===== src/hw/rtl/hal_pkg.sv =====
// Shared types and constants of the hierarchical address loop table.
package hal_pkg;

  localparam int ModeWidth  = 2;
  localparam int IdsWidth   = 64;
  localparam int LenWidth   = 4;
  localparam int CountWidth = 6;
  localparam int LimitWidth = 6;
  localparam int IdBits     = 8;
  localparam int MaxIds     = IdsWidth / IdBits;
  localparam int QueueDepth = 2;
  localparam logic [LimitWidth-1:0] LimitReset = LimitWidth'(32);

  typedef enum logic [ModeWidth-1:0] {
    MODE_ADD   = 2'd0,
    MODE_CHECK = 2'd1,
    MODE_CLEAR = 2'd2
  } mode_e;

  typedef struct packed {
    logic                known;
    mode_e               op;
    logic [IdsWidth-1:0] ids;
    logic [LenWidth-1:0] len;
  } cmd_t;

endpackage


===== src/hw/rtl/hal_if.sv =====
// Handshake interfaces for the input and result channels.
interface hal_in_if;
  logic                          valid;
  logic                          ready;
  logic [hal_pkg::ModeWidth-1:0] mode;
  logic [hal_pkg::IdsWidth-1:0]  address_ids;
  logic [hal_pkg::LenWidth-1:0]  address_len;

  modport source (output valid, mode, address_ids, address_len, input ready);
  modport sink (input valid, mode, address_ids, address_len, output ready);
endinterface

interface hal_out_if;
  logic                           valid;
  logic                           ready;
  logic                           accepted;
  logic                           loop_found;
  logic [hal_pkg::LenWidth-1:0]   prefix_len;
  logic [hal_pkg::CountWidth-1:0] entry_count;

  modport source (output valid, accepted, loop_found, prefix_len, entry_count, input ready);
  modport sink (input valid, accepted, loop_found, prefix_len, entry_count, output ready);
endinterface


===== src/hw/rtl/hal_front.sv =====
// Front end: accepts items, classifies the mode and normalizes the address.
module hal_front #(
  parameter int MAX_LEVELS = 8
) (
  hal_in_if.sink          in_i,
  input  logic            q_full_i,
  output logic            q_push_o,
  output hal_pkg::cmd_t   q_cmd_o
);

  localparam logic [hal_pkg::LenWidth-1:0] MaxLen = hal_pkg::LenWidth'(MAX_LEVELS);

  logic [hal_pkg::LenWidth-1:0] len_sat;
  logic [hal_pkg::IdsWidth-1:0] ids_masked;

  assign in_i.ready = !q_full_i;
  assign q_push_o   = in_i.valid && !q_full_i;

  always_comb begin
    len_sat = (in_i.address_len > MaxLen) ? MaxLen : in_i.address_len;
    for (int j = 0; j < hal_pkg::MaxIds; j++) begin
      ids_masked[j*hal_pkg::IdBits +: hal_pkg::IdBits] =
        (hal_pkg::LenWidth'(j) < len_sat) ?
        in_i.address_ids[j*hal_pkg::IdBits +: hal_pkg::IdBits] : '0;
    end
  end

  always_comb begin
    q_cmd_o.ids = ids_masked;
    q_cmd_o.len = len_sat;
    unique case (in_i.mode)
      hal_pkg::MODE_ADD: begin
        q_cmd_o.known = 1'b1;
        q_cmd_o.op    = hal_pkg::MODE_ADD;
      end
      hal_pkg::MODE_CHECK: begin
        q_cmd_o.known = 1'b1;
        q_cmd_o.op    = hal_pkg::MODE_CHECK;
      end
      hal_pkg::MODE_CLEAR: begin
        q_cmd_o.known = 1'b1;
        q_cmd_o.op    = hal_pkg::MODE_CLEAR;
      end
      default: begin
        q_cmd_o.known = 1'b0;
        q_cmd_o.op    = hal_pkg::MODE_CLEAR;
      end
    endcase
  end

endmodule


===== src/hw/rtl/hal_queue.sv =====
// Short command queue between the front end and the table engine.
module hal_queue (
  input  logic          clk_i,
  input  logic          rst_ni,
  input  logic          push_i,
  input  hal_pkg::cmd_t cmd_i,
  output logic          full_o,
  input  logic          pop_i,
  output logic          valid_o,
  output hal_pkg::cmd_t cmd_o
);

  localparam int PtrW = (hal_pkg::QueueDepth > 1) ? $clog2(hal_pkg::QueueDepth) : 1;
  localparam int CntW = $clog2(hal_pkg::QueueDepth + 1);
  localparam logic [PtrW-1:0] LastPtr = PtrW'(hal_pkg::QueueDepth - 1);
  localparam logic [CntW-1:0] FullCnt = CntW'(hal_pkg::QueueDepth);

  hal_pkg::cmd_t   slot_q [hal_pkg::QueueDepth];
  logic [PtrW-1:0] wptr_q, rptr_q;
  logic [CntW-1:0] cnt_q;

  assign full_o  = (cnt_q == FullCnt);
  assign valid_o = (cnt_q != '0);
  assign cmd_o   = slot_q[rptr_q];

  always_ff @(posedge clk_i) begin
    if (push_i) begin
      slot_q[wptr_q] <= cmd_i;
    end
  end

  always_ff @(posedge clk_i or negedge rst_ni) begin
    if (!rst_ni) begin
      wptr_q <= '0;
      rptr_q <= '0;
      cnt_q  <= '0;
    end else begin
      if (push_i) begin
        wptr_q <= (wptr_q == LastPtr) ? '0 : wptr_q + 1'b1;
      end
      if (pop_i) begin
        rptr_q <= (rptr_q == LastPtr) ? '0 : rptr_q + 1'b1;
      end
      if (push_i && !pop_i) begin
        cnt_q <= cnt_q + 1'b1;
      end else if (pop_i && !push_i) begin
        cnt_q <= cnt_q - 1'b1;
      end
    end
  end

endmodule


===== src/hw/rtl/hal_back.sv =====
// Table engine: stores addresses, scans the table for loops and registers results.
module hal_back #(
  parameter int TABLE_DEPTH = 32,
  parameter int MAX_LEVELS  = 8
) (
  input  logic                           clk_i,
  input  logic                           rst_ni,
  input  logic                           cfg_we_i,
  input  logic [hal_pkg::LimitWidth-1:0] cfg_wdata_i,
  input  logic                           q_valid_i,
  input  hal_pkg::cmd_t                  q_cmd_i,
  output logic                           q_pop_o,
  hal_out_if.source                      out_o
);

  localparam int CntW = $clog2(TABLE_DEPTH + 1);
  localparam int AddrW = $clog2(TABLE_DEPTH);
  localparam int IdsW = MAX_LEVELS * hal_pkg::IdBits;
  localparam int LenW = hal_pkg::LenWidth;
  localparam int EntW = IdsW + LenW;
  localparam int LimW = (CntW > hal_pkg::LimitWidth) ? CntW : hal_pkg::LimitWidth;
  localparam logic [LimW-1:0] DepthLim = LimW'(TABLE_DEPTH);

  typedef enum logic [1:0] {
    ST_IDLE,
    ST_SCAN,
    ST_RESULT
  } state_e;

  state_e                         state_q, state_d;
  logic [hal_pkg::LimitWidth-1:0] limit_q;
  logic [CntW-1:0]                count_q, count_d;
  logic [CntW-1:0]                idx_q, idx_d;
  logic                           rd_vld_q, rd_vld_d;
  logic [IdsW-1:0]                key_q, key_d;
  logic [LenW-1:0]                klen_q, klen_d;
  logic [LenW-1:0]                best_q, best_d;
  logic                           out_vld_q, out_vld_d;
  logic                           acc_q, acc_d;
  logic                           found_q, found_d;
  logic [LenW-1:0]                plen_q, plen_d;
  logic [hal_pkg::CountWidth-1:0] ecnt_q, ecnt_d;

  logic [EntW-1:0] mem_q [TABLE_DEPTH];
  logic [EntW-1:0] rd_q;
  logic            mem_we, rd_en;
  logic [LimW-1:0] lim_ext, lim_eff;
  logic            can_add, out_free, hit;
  logic [LenW-1:0] rd_len;
  logic [IdsW-1:0] rd_ids, cmp_mask;

  assign lim_ext  = LimW'(limit_q);
  assign lim_eff  = (lim_ext > DepthLim) ? DepthLim : lim_ext;
  assign can_add  = (LimW'(count_q) < lim_eff);
  assign out_free = !out_vld_q || out_o.ready;
  assign rd_len   = rd_q[EntW-1 -: LenW];
  assign rd_ids   = rd_q[IdsW-1:0];

  always_comb begin
    for (int j = 0; j < MAX_LEVELS; j++) begin
      cmp_mask[j*hal_pkg::IdBits +: hal_pkg::IdBits] =
        {hal_pkg::IdBits{LenW'(j) < rd_len}};
    end
  end

  assign hit = rd_vld_q && (rd_len != '0) && (rd_len < klen_q) && (rd_len > best_q) &&
               (((rd_ids ^ key_q) & cmp_mask) == '0);

  always_ff @(posedge clk_i) begin
    if (mem_we) begin
      mem_q[count_q[AddrW-1:0]] <= {q_cmd_i.len, q_cmd_i.ids[IdsW-1:0]};
    end
    if (rd_en) begin
      rd_q <= mem_q[idx_q[AddrW-1:0]];
    end
  end

  always_comb begin
    state_d   = state_q;
    count_d   = count_q;
    idx_d     = idx_q;
    rd_vld_d  = 1'b0;
    key_d     = key_q;
    klen_d    = klen_q;
    best_d    = best_q;
    out_vld_d = out_vld_q && !out_o.ready;
    acc_d     = acc_q;
    found_d   = found_q;
    plen_d    = plen_q;
    ecnt_d    = ecnt_q;
    q_pop_o   = 1'b0;
    mem_we    = 1'b0;
    rd_en     = 1'b0;

    unique case (state_q)
      ST_IDLE: begin
        if (q_valid_i) begin
          if (q_cmd_i.known && q_cmd_i.op == hal_pkg::MODE_CHECK) begin
            q_pop_o = 1'b1;
            key_d   = q_cmd_i.ids[IdsW-1:0];
            klen_d  = q_cmd_i.len;
            best_d  = '0;
            idx_d   = '0;
            state_d = ST_SCAN;
          end else if (out_free) begin
            q_pop_o   = 1'b1;
            out_vld_d = 1'b1;
            acc_d     = 1'b0;
            found_d   = 1'b0;
            plen_d    = '0;
            if (q_cmd_i.known && q_cmd_i.op == hal_pkg::MODE_ADD && can_add) begin
              mem_we  = 1'b1;
              acc_d   = 1'b1;
              count_d = CntW'(count_q + 1'b1);
            end else if (q_cmd_i.known && q_cmd_i.op == hal_pkg::MODE_CLEAR) begin
              count_d = '0;
            end
            ecnt_d = hal_pkg::CountWidth'(count_d);
          end
        end
      end
      ST_SCAN: begin
        if (hit) begin
          best_d = rd_len;
        end
        if (idx_q < count_q) begin
          rd_en    = 1'b1;
          rd_vld_d = 1'b1;
          idx_d    = CntW'(idx_q + 1'b1);
        end else if (!rd_vld_q) begin
          state_d = ST_RESULT;
        end
      end
      ST_RESULT: begin
        if (out_free) begin
          out_vld_d = 1'b1;
          acc_d     = 1'b0;
          found_d   = (best_q != '0);
          plen_d    = best_q;
          ecnt_d    = hal_pkg::CountWidth'(count_q);
          state_d   = ST_IDLE;
        end
      end
      default: begin
        state_d = ST_IDLE;
      end
    endcase
  end

  always_ff @(posedge clk_i or negedge rst_ni) begin
    if (!rst_ni) begin
      state_q   <= ST_IDLE;
      limit_q   <= hal_pkg::LimitReset;
      count_q   <= '0;
      idx_q     <= '0;
      rd_vld_q  <= 1'b0;
      best_q    <= '0;
      out_vld_q <= 1'b0;
    end else begin
      state_q   <= state_d;
      count_q   <= count_d;
      idx_q     <= idx_d;
      rd_vld_q  <= rd_vld_d;
      best_q    <= best_d;
      out_vld_q <= out_vld_d;
      if (cfg_we_i) begin
        limit_q <= cfg_wdata_i;
      end
    end
  end

  always_ff @(posedge clk_i) begin
    key_d_unused_guard: begin
      key_q  <= key_d;
      klen_q <= klen_d;
      acc_q  <= acc_d;
      found_q <= found_d;
      plen_q <= plen_d;
      ecnt_q <= ecnt_d;
    end
  end

  assign out_o.valid       = out_vld_q;
  assign out_o.accepted    = acc_q;
  assign out_o.loop_found  = found_q;
  assign out_o.prefix_len  = plen_q;
  assign out_o.entry_count = ecnt_q;

endmodule


===== src/hw/rtl/hierarchical_address_loop_table.sv =====
// Top level of the hierarchical address loop table.
// An add, clear or unknown item is handled in the idle state of the table
// engine once the result register is free. A check reads every stored entry
// once through the single read port of the table memory. A two-entry queue
// lets the input side take items while the engine scans, and a registered
// result lets the engine start the next check while a result waits. Entries
// are written only at the fill position and only entries below the count are
// read, so the table needs no clearing after reset.
module hierarchical_address_loop_table #(
  parameter int TABLE_DEPTH = 32,
  parameter int MAX_LEVELS  = 8
) (
  input  logic                           clk_i,
  input  logic                           rst_ni,
  input  logic                           cfg_we_i,
  input  logic [hal_pkg::LimitWidth-1:0] cfg_wdata_i,
  hal_in_if.sink                         in_i,
  hal_out_if.source                      out_o
);

  logic          q_push, q_full, q_pop, q_valid;
  hal_pkg::cmd_t q_wcmd, q_rcmd;

  hal_front #(
    .MAX_LEVELS(MAX_LEVELS)
  ) u_front (
    .in_i    (in_i),
    .q_full_i(q_full),
    .q_push_o(q_push),
    .q_cmd_o (q_wcmd)
  );

  hal_queue u_queue (
    .clk_i  (clk_i),
    .rst_ni (rst_ni),
    .push_i (q_push),
    .cmd_i  (q_wcmd),
    .full_o (q_full),
    .pop_i  (q_pop),
    .valid_o(q_valid),
    .cmd_o  (q_rcmd)
  );

  hal_back #(
    .TABLE_DEPTH(TABLE_DEPTH),
    .MAX_LEVELS (MAX_LEVELS)
  ) u_back (
    .clk_i      (clk_i),
    .rst_ni     (rst_ni),
    .cfg_we_i   (cfg_we_i),
    .cfg_wdata_i(cfg_wdata_i),
    .q_valid_i  (q_valid),
    .q_cmd_i    (q_rcmd),
    .q_pop_o    (q_pop),
    .out_o      (out_o)
  );

endmodule

===== src/flat_wrapper.sv =====
// flat-port wrapper written by rule: the top's interface ports become plain ports
module hierarchical_address_loop_table_flat 
#(
  parameter int TABLE_DEPTH = 32,
  parameter int MAX_LEVELS  = 8
)
  (clk_i, rst_ni, cfg_we_i, cfg_wdata_i, in_i_valid, in_i_mode, in_i_address_ids, in_i_address_len, in_i_ready, out_o_valid, out_o_accepted, out_o_loop_found, out_o_prefix_len, out_o_entry_count, out_o_ready);
  hal_in_if in_i_i ();
  hal_out_if out_o_i ();
  input  logic clk_i;
  input  logic rst_ni;
  input  logic cfg_we_i;
  input  logic [hal_pkg::LimitWidth-1:0] cfg_wdata_i;
  input wire logic [$bits(in_i_i.valid)-1:0] in_i_valid;
  input wire logic [$bits(in_i_i.mode)-1:0] in_i_mode;
  input wire logic [$bits(in_i_i.address_ids)-1:0] in_i_address_ids;
  input wire logic [$bits(in_i_i.address_len)-1:0] in_i_address_len;
  output wire logic [$bits(in_i_i.ready)-1:0] in_i_ready;
  output wire logic [$bits(out_o_i.valid)-1:0] out_o_valid;
  output wire logic [$bits(out_o_i.accepted)-1:0] out_o_accepted;
  output wire logic [$bits(out_o_i.loop_found)-1:0] out_o_loop_found;
  output wire logic [$bits(out_o_i.prefix_len)-1:0] out_o_prefix_len;
  output wire logic [$bits(out_o_i.entry_count)-1:0] out_o_entry_count;
  input wire logic [$bits(out_o_i.ready)-1:0] out_o_ready;
  assign in_i_i.valid = in_i_valid;
  assign in_i_i.mode = in_i_mode;
  assign in_i_i.address_ids = in_i_address_ids;
  assign in_i_i.address_len = in_i_address_len;
  assign in_i_ready = in_i_i.ready;
  assign out_o_valid = out_o_i.valid;
  assign out_o_accepted = out_o_i.accepted;
  assign out_o_loop_found = out_o_i.loop_found;
  assign out_o_prefix_len = out_o_i.prefix_len;
  assign out_o_entry_count = out_o_i.entry_count;
  assign out_o_i.ready = out_o_ready;
  hierarchical_address_loop_table #(.TABLE_DEPTH(TABLE_DEPTH), .MAX_LEVELS(MAX_LEVELS)) u_core (.clk_i(clk_i), .rst_ni(rst_ni), .cfg_we_i(cfg_we_i), .cfg_wdata_i(cfg_wdata_i), .in_i(in_i_i), .out_o(out_o_i));
endmodule

===== config.mk =====
export PLATFORM = sky130hd
export DESIGN_NAME = hierarchical_address_loop_table_flat
export DESIGN_NICKNAME = d
export VERILOG_FILES = /design/src/hw/rtl/hal_pkg.sv /design/src/hw/rtl/hal_if.sv /design/src/hw/rtl/hal_front.sv /design/src/hw/rtl/hal_queue.sv /design/src/hw/rtl/hal_back.sv /design/src/hw/rtl/hierarchical_address_loop_table.sv /design/src/flat_wrapper.sv
export SDC_FILE = /design/constraint.sdc
export NUM_CORES = 2
export LEC_CHECK = 0
export ABC_AREA = 1
export BUFFER_PORTS_ARGS = -buffer_cell sky130_fd_sc_hd__buf_2
export CORE_MARGIN = 5
export CORE_UTILIZATION = 40
export CTS_BUF_LIST = sky130_fd_sc_hd__clkbuf_4 sky130_fd_sc_hd__clkbuf_8 sky130_fd_sc_hd__clkbuf_16
export CTS_CLUSTER_DIAMETER = 100
export DETAILED_ROUTE_END_ITERATION = 8
export PLACE_DENSITY = 0.63
export SLEW_MARGIN = 20
export SYNTH_ARGS = -nofsm -noshare
export SYNTH_HDL_FRONTEND = slang
export SYNTH_SLANG_ARGS = --single-unit

===== constraint.sdc =====
create_clock -name clk_i -period 11.1 [get_ports clk_i]
set_input_delay 2.22 -clock clk_i [delete_from_list [all_inputs] [get_ports clk_i]]
set_output_delay 2.22 -clock clk_i [all_outputs]
set_load 0.1 [all_outputs]

=== Word-level counts from Yosys, hierarchy flattened ===
Memory sizes are Yosys's and may differ from the RTL's. A register that Yosys moved wholly into a read port is not among the register bits.
Index checks and enable logic that the tools add are counted.

* Memories: 2
* ROM bits: 0
* Bits in writable memories: 2318
* Latch bits: 0
* Register bits after elaboration: 110

{| class="wikitable"
|+ Memory list
! name !! words !! width !! rd ports !! clocked after Yosys merged registers in !! write ports !! line !! source
|-
| u_core.u_back.mem_q || 32 || 68 || 1 || 1 || 1 || hal_back.sv:44 || <nowiki>logic [EntW-1:0] mem_q [TABLE_DEPTH];</nowiki>
|-
| u_core.u_queue.slot_q || 2 || 71 || 1 || 0 || 1 || hal_queue.sv:18 || <nowiki>hal_pkg::cmd_t slot_q [hal_pkg::QueueDepth];</nowiki>
|}

* Bitwise gates (word level): 3
* Multipliers: 0
* Magnitude comparators: 22
* Reduce and logical (&&, ||, !) cells: 34
* Shift operators: 0
* $add $sub $neg: 6
* Muxes and demuxes: 69
* Divide/modulo/power cells: 0
* Equal/unequal tests: 16

{| class="wikitable"
|+ Operators with widths
! operator !! count
|-
| 64-bit bitwise AND || 1
|-
| 64-bit zero test || 1
|-
| 8-bit 2-to-1 mux || 8
|-
| 64-bit XOR || 1
|-
| 6-bit 2-to-1 mux || 10
|-
| 3-bit by 4-bit < comparator with 1-bit output, first input constant || 8
|-
| 4-bit 2-to-1 mux || 8
|-
| 1-bit 2-to-1 mux || 27
|-
| 6-bit one-hot mux with 2 select lines || 2
|-
| 1-bit by 4-bit < comparator with 1-bit output, first input constant || 4
|-
| 2-bit by 4-bit < comparator with 1-bit output, first input constant || 4
|-
| 2-bit inequality test, second input constant || 8
|-
| 4-bit one-hot mux with 2 select lines || 2
|-
| 2-bit 2-to-1 mux || 7
|-
| 6-bit by 1-bit adder with 6-bit output, second input constant || 2
|-
| 1-bit logical AND || 12
|-
| 6-bit < comparator || 2
|-
| 4-bit AND reduction || 3
|-
| 5-bit AND reduction || 2
|-
| 3-bit one-hot mux with 3 select lines || 1
|-
| 2-bit equality test, second input constant || 4
|-
| 2-bit nonzero test || 4
|-
| 4-bit nonzero test || 2
|-
| 2-bit by 1-bit equality test with 1-bit output, second input constant || 3
|-
| 15 further kinds || 24
|}

=== Longest topological paths before layout ===
* Depth after elaboration: 11
* Depth in mapped cells: 13

=== By module ===
From an unflattened synthesis, not the netlist that was laid out.

* Cell total of the unflattened synthesis: 7234
* Area total of the unflattened synthesis: 98330.6 um^2

{| class="wikitable"
|+ Modules (own cells, without submodules)
! module !! seq. area each (um^2) !! times used !! area an instance (um^2) !! cells an instance
|-
| hal_back || 70438.8 || 1 || 92005.7 || 6830
|-
| hal_queue || 4364.2 || 1 || 5680.4 || 246
|-
| hal_front || 0.0 || 1 || 644.4 || 158
|}

=== Least setup slack after synthesis ===
Ideal clock, no wire load.

* Path type: in2reg
* Start: input out_o_ready
* End: memory u_core.u_back.mem_q[15][0] in the netlist's numbering (enable)
* Arrival time: 9.352 ns
* Path slack: 1.086 ns
* Data required time: 10.438 ns
* Setup time: 0.662 ns
* Buffers on the path: 1
* Cell stages on the path: 5
* Cell sequence: nor2_1 nor4_1 nand2_1 buf_4 nor4_1

* Longest elaborated chain between the ends: 7

{| class="wikitable"
|+ Ends and longest elaborated chain
! item !! line !! source
|-
| start, declared || flat_wrapper.sv:24 || <nowiki>input wire logic [$bits(out_o_i.ready)-1:0] out_o_ready;</nowiki>
|-
| 1-bit logical OR || hal_back.sv:55 || <nowiki>assign out_free = !out_vld_q || out_o.ready;</nowiki>
|-
| 1-bit 2-to-1 mux || hal_back.sv:105 || <nowiki>end else if (out_free) begin</nowiki>
|-
| 1-bit 2-to-1 mux || hal_back.sv:98 || <nowiki>if (q_cmd_i.known && q_cmd_i.op == hal_pkg::MODE_CHECK) begin</nowiki>
|-
| 1-bit 2-to-1 mux || hal_back.sv:97 || <nowiki>if (q_valid_i) begin</nowiki>
|-
| 1-bit 2-to-1 mux || hal_back.sv:95 || <nowiki>unique case (state_q)</nowiki>
|-
| 1-bit 2-to-1 mux || hal_back.sv:70 || <nowiki>if (mem_we) begin</nowiki>
|-
| 1-bit 2-to-1 mux (not written as such) || hal_back.sv:71 || <nowiki>mem_q[count_q[AddrW-1:0]] <= {q_cmd_i.len, q_cmd_i.ids[IdsW-1:0]};</nowiki>
|-
| end, declared || hal_back.sv:44 ||
|}

No other way between the ends.

=== Worst setup path after layout ===
* Start: register u_core.u_queue.rptr_q
* End: memory u_core.u_back.mem_q[21][31] in the netlist's numbering (enable)

* Longest elaborated chain between the ends: 11

{| class="wikitable"
|+ Ends and longest elaborated chain
! item !! line !! source
|-
| start, declared || hal_queue.sv:19 || <nowiki>logic [PtrW-1:0] wptr_q, rptr_q;</nowiki>
|-
| start signal, assigned || hal_queue.sv:42 || <nowiki>rptr_q <= (rptr_q == LastPtr) ? '0 : rptr_q + 1'b1;</nowiki>
|-
| memory 2 x 71 bit (*) || n/a ||
|-
| 2-bit zero test || hal_back.sv:111 || <nowiki>if (q_cmd_i.known && q_cmd_i.op == hal_pkg::MODE_ADD && can_add) begin</nowiki>
|-
| 1-bit logical AND (2 in a row) || hal_back.sv:111 ||
|-
| 1-bit 2-to-1 mux || hal_back.sv:111 ||
|-
| 1-bit 2-to-1 mux || hal_back.sv:105 ||
|-
| 1-bit 2-to-1 mux (*) || hal_back.sv:98 ||
|-
| 1-bit 2-to-1 mux (*) || hal_back.sv:97 ||
|-
| 1-bit 2-to-1 mux (*) || hal_back.sv:95 ||
|-
| 1-bit 2-to-1 mux (*) || hal_back.sv:70 ||
|-
| 1-bit 2-to-1 mux (not written as such) (*) || hal_back.sv:71 ||
|}

Mark *: on every way between the ends. The rest lies on a longest branch, timed or not.

==> results.tsv <==
metric	value	unit
Seq/Total Area, Yosys	76.1	%
core region area	0.245	sq mm
Post-CTS Setup Inserts	0	
drt pass-1 iters	8	
chip width	506	um
crit-path cells	clkinv_2, buf_4, or2_1, o21ai_2, inv_2, nand2_1, nand2_1, nor2_4, nand2_2, nor2_4, buf_4	
antenna violations before repair	14	
post-synthesis cell type count	48	
root buffer cell	clkbuf_16	
Most used DFF post-synth	edfxtp_1	
Syn Std Cell Area	0.0983	sq mm
count leader, synth	edfxtp_1	
setup repair after global routing missed its margin	no	
flops & latches, synth	2496	
number of synthesized flops with an enable pin	2466	
num rows	182	
CTS Buffer Depth	3	
worst reg2reg setup slack	5.38	ns
cells taking the most area after synthesis	edfxtp_1, nor2_1, o21ai_0	
setup TNS	0	ns
Num CTS Buffers	237	
1st-iter DRT viols	8197	
Global Route Usage Sum	21.7	%
total number of vias	62500	
post_cts resized	0	
first-pass GRT wire length	412	mm
CP max stage delay	0.93	ns
I/O Pins	95	
LEAKAGE	0.0364	uW
WP data required	11.60	ns
PortBufs	94	
worst-skew pair later-pin latency	0.91	ns
total gr overflow	0	
Crit path max-delay family	simple AND/OR/NAND/NOR gates	
synth cell count leaders	edfxtp_1, nor2_1, o21ai_0	
minimum clock period	5.72	ns
final hold violations	0	
Slew @ Worst Pin	1.19	ns
status	finished clean	
Synth Warn #	0	
average size of a mapped cell	13.1	sq um
Synth Instances	7497	
min-delay worst type	reg2reg	
H-tree depth	4	
Final GP Congestion	0.835	
vias in the first global route	59500	
Tcrit/Tclk final	51.5	%
setup violators final	0	
Critical Path AT	6.22	ns
Synth area leader	edfxtp_1	
# clock sinks	2496	
Power Dens Cells	257	mW/mm^2
Starting Density	40.1	%
Worst-path clk slew	0.07	ns
Post-DRT Antenna Nets	0	
Fmax achieved	0.175	GHz
Final HPWL DP	159	mm
largest net degree at the start of global routing	222	
critical path launch point type	register	
Post-synth ARST share	1.20	%
routed len/inst	26.3	um
Max-cap violations	0	
Remaining DRCs	0	
CTS tree	yes	
Worst Skew	0.0732	ns
maximum vdd drop	0.185	mV
crit path kind	reg2reg	
drt total wl	287	mm
Setup crit end kind	register	
CP max stage cell	dfrtp_4	
P&R area growth vs syn	11.7	%
Syn Nets	7601	
share of layout cells above drive strength 1	9.69	%
dpl cells	10500	
Critical path buffers and inverters	4	
vertical die dimension	506	um
Crit Path Max Fanout	73	
Layout Nets	7585	
Fillers	21300	
Final Instance Count excl. Fillers	10900	
Hold-fix buffers, CTS	0	
mean number of vias per cell	5.74	
Max Slew Vio Count	0	
post-synth top area share	75.3	%
Die Area	0.256	sq mm
Slew HR	20.9	%
[metal layers]
metal | wire length (um) | part of all wire (%) | global-route usage, %
met5 | 27 | 0.0094 | 0
met4 | 14600 | 5.1 | 10.0
met2 | 136000 | 47 | 35.1
met3 | 25000 | 8.7 | 3.16
met1 | 111000 | 39 | 29.1
[cells by family after synthesis]
family,after synthesis,share of synthesized area (%)
XOR/XNOR,39,0.347
flip-flops,2496,76.1
adder cells (fa/ha/maj),23,0.293
buffers and inverters,671,3.06
multiplexers,4,0.0458
AND/OR/NAND/NOR,2422,9.68
AO/OA/AOI/OAI,1842,10.5
[registers in the layout (all words and copies together) (netlist names), 6 cells and up]
register and flops:
u_core.u_back.count_q 6, u_core.u_queue.slot_q 142, u_core.u_back.mem_q 2176, u_core.u_back.rd_q 68
u_core.u_back.key_q 64, u_core.u_back.lim_ext 6, u_core.u_back.out_o.entry_count 6, u_core.u_back.idx_q 6
[stage by stage]
step	hold slack (ns)	area, sq um	total power, uW	utilization, %	setup WS (ns)
2_1_floorplan	0.468	98300	17100	-	1.09
3_3_place_gp	0.484	102000	20300	41.6	5.11
3_5_place_dp	0.490	102000	20400	41.6	5.05
4_1_cts	0.505	110000	28300	44.8	5.32
5_1_grt	0.536	110000	29300	44.8	5.00
6_report	0.516	110000	28300	44.8	5.38
[placed cells by master, fill, tap and decap left out, types with 4 or more instances in the layout]
master         n
xnor2_1       29
nor2_4        36
nand2_2       49
o21ai_0     1132
clkinv_1      54
dfrtp_1       24
nand4_1       20
nor2_1      1493
clkinv_4       4
inv_1        180
nand2_1      603
and3_1        20
clkinvlp_4     7
nor3_1        21
edfxtp_1    2466
o22ai_1      298
ha_1          23
a32oi_1       20
clkinv_16      9
dfrtp_4        5
clkinv_2      48
bufinv_16     15
o211ai_1     139
inv_6          5
a31oi_1       24
buf_4        120
xor2_1        10
o221ai_1      67
nand3_1      150
or2_2         22
clkbuf_4      54
mux2_2         4
inv_16         7
a21oi_1       97
clkbuf_16    237
buf_12         8
buf_2         94
o21ai_1       53
[final timing paths]
| kind | from | to | cells past startpoint |
|---|---|---|---|
| setup reg to reg | u_core.u_queue.rptr_q | u_core.u_back.mem_q[21][31] | 11 |
| setup / recovery | u_core.u_queue.rptr_q | u_core.u_back.mem_q[21][31] | 11 |
| max in group asynchronous | rst_ni | u_core.u_queue.rptr_q | 1 |
| hold / removal | u_core.u_queue.cnt_q[0] | u_core.u_queue.cnt_q[0] | 1 |
| hold reg to reg | u_core.u_queue.cnt_q[0] | u_core.u_queue.cnt_q[0] | 1 |
| min in group asynchronous | rst_ni | u_core.u_back.count_q[4] | 1 |
[where the power goes]
part           switching (uW)  leakage (uW)  internal (uW)  total (uW)
Clock                    3540       0.00385           4440        7990
Combinational            6170       0.00982           1620        7790
Sequential                273        0.0227          12200       12500
[final cells by class]
cell class / count / area, sq um / area share (%)
tap: 3220 / 4030 / 3.67
multi-input combinational: 4330 / 20900 / 19.0
timing repair buffer: 224 / 1590 / 1.44
clock buffer: 293 / 6360 / 5.79
clock inverter: 142 / 1380 / 1.25
antenna: 1 / 2.50 / 0.00228
inverter: 192 / 773 / 0.704
sequential: 2496 / 74800 / 68.1
Power figures use the tool's default switching activity.
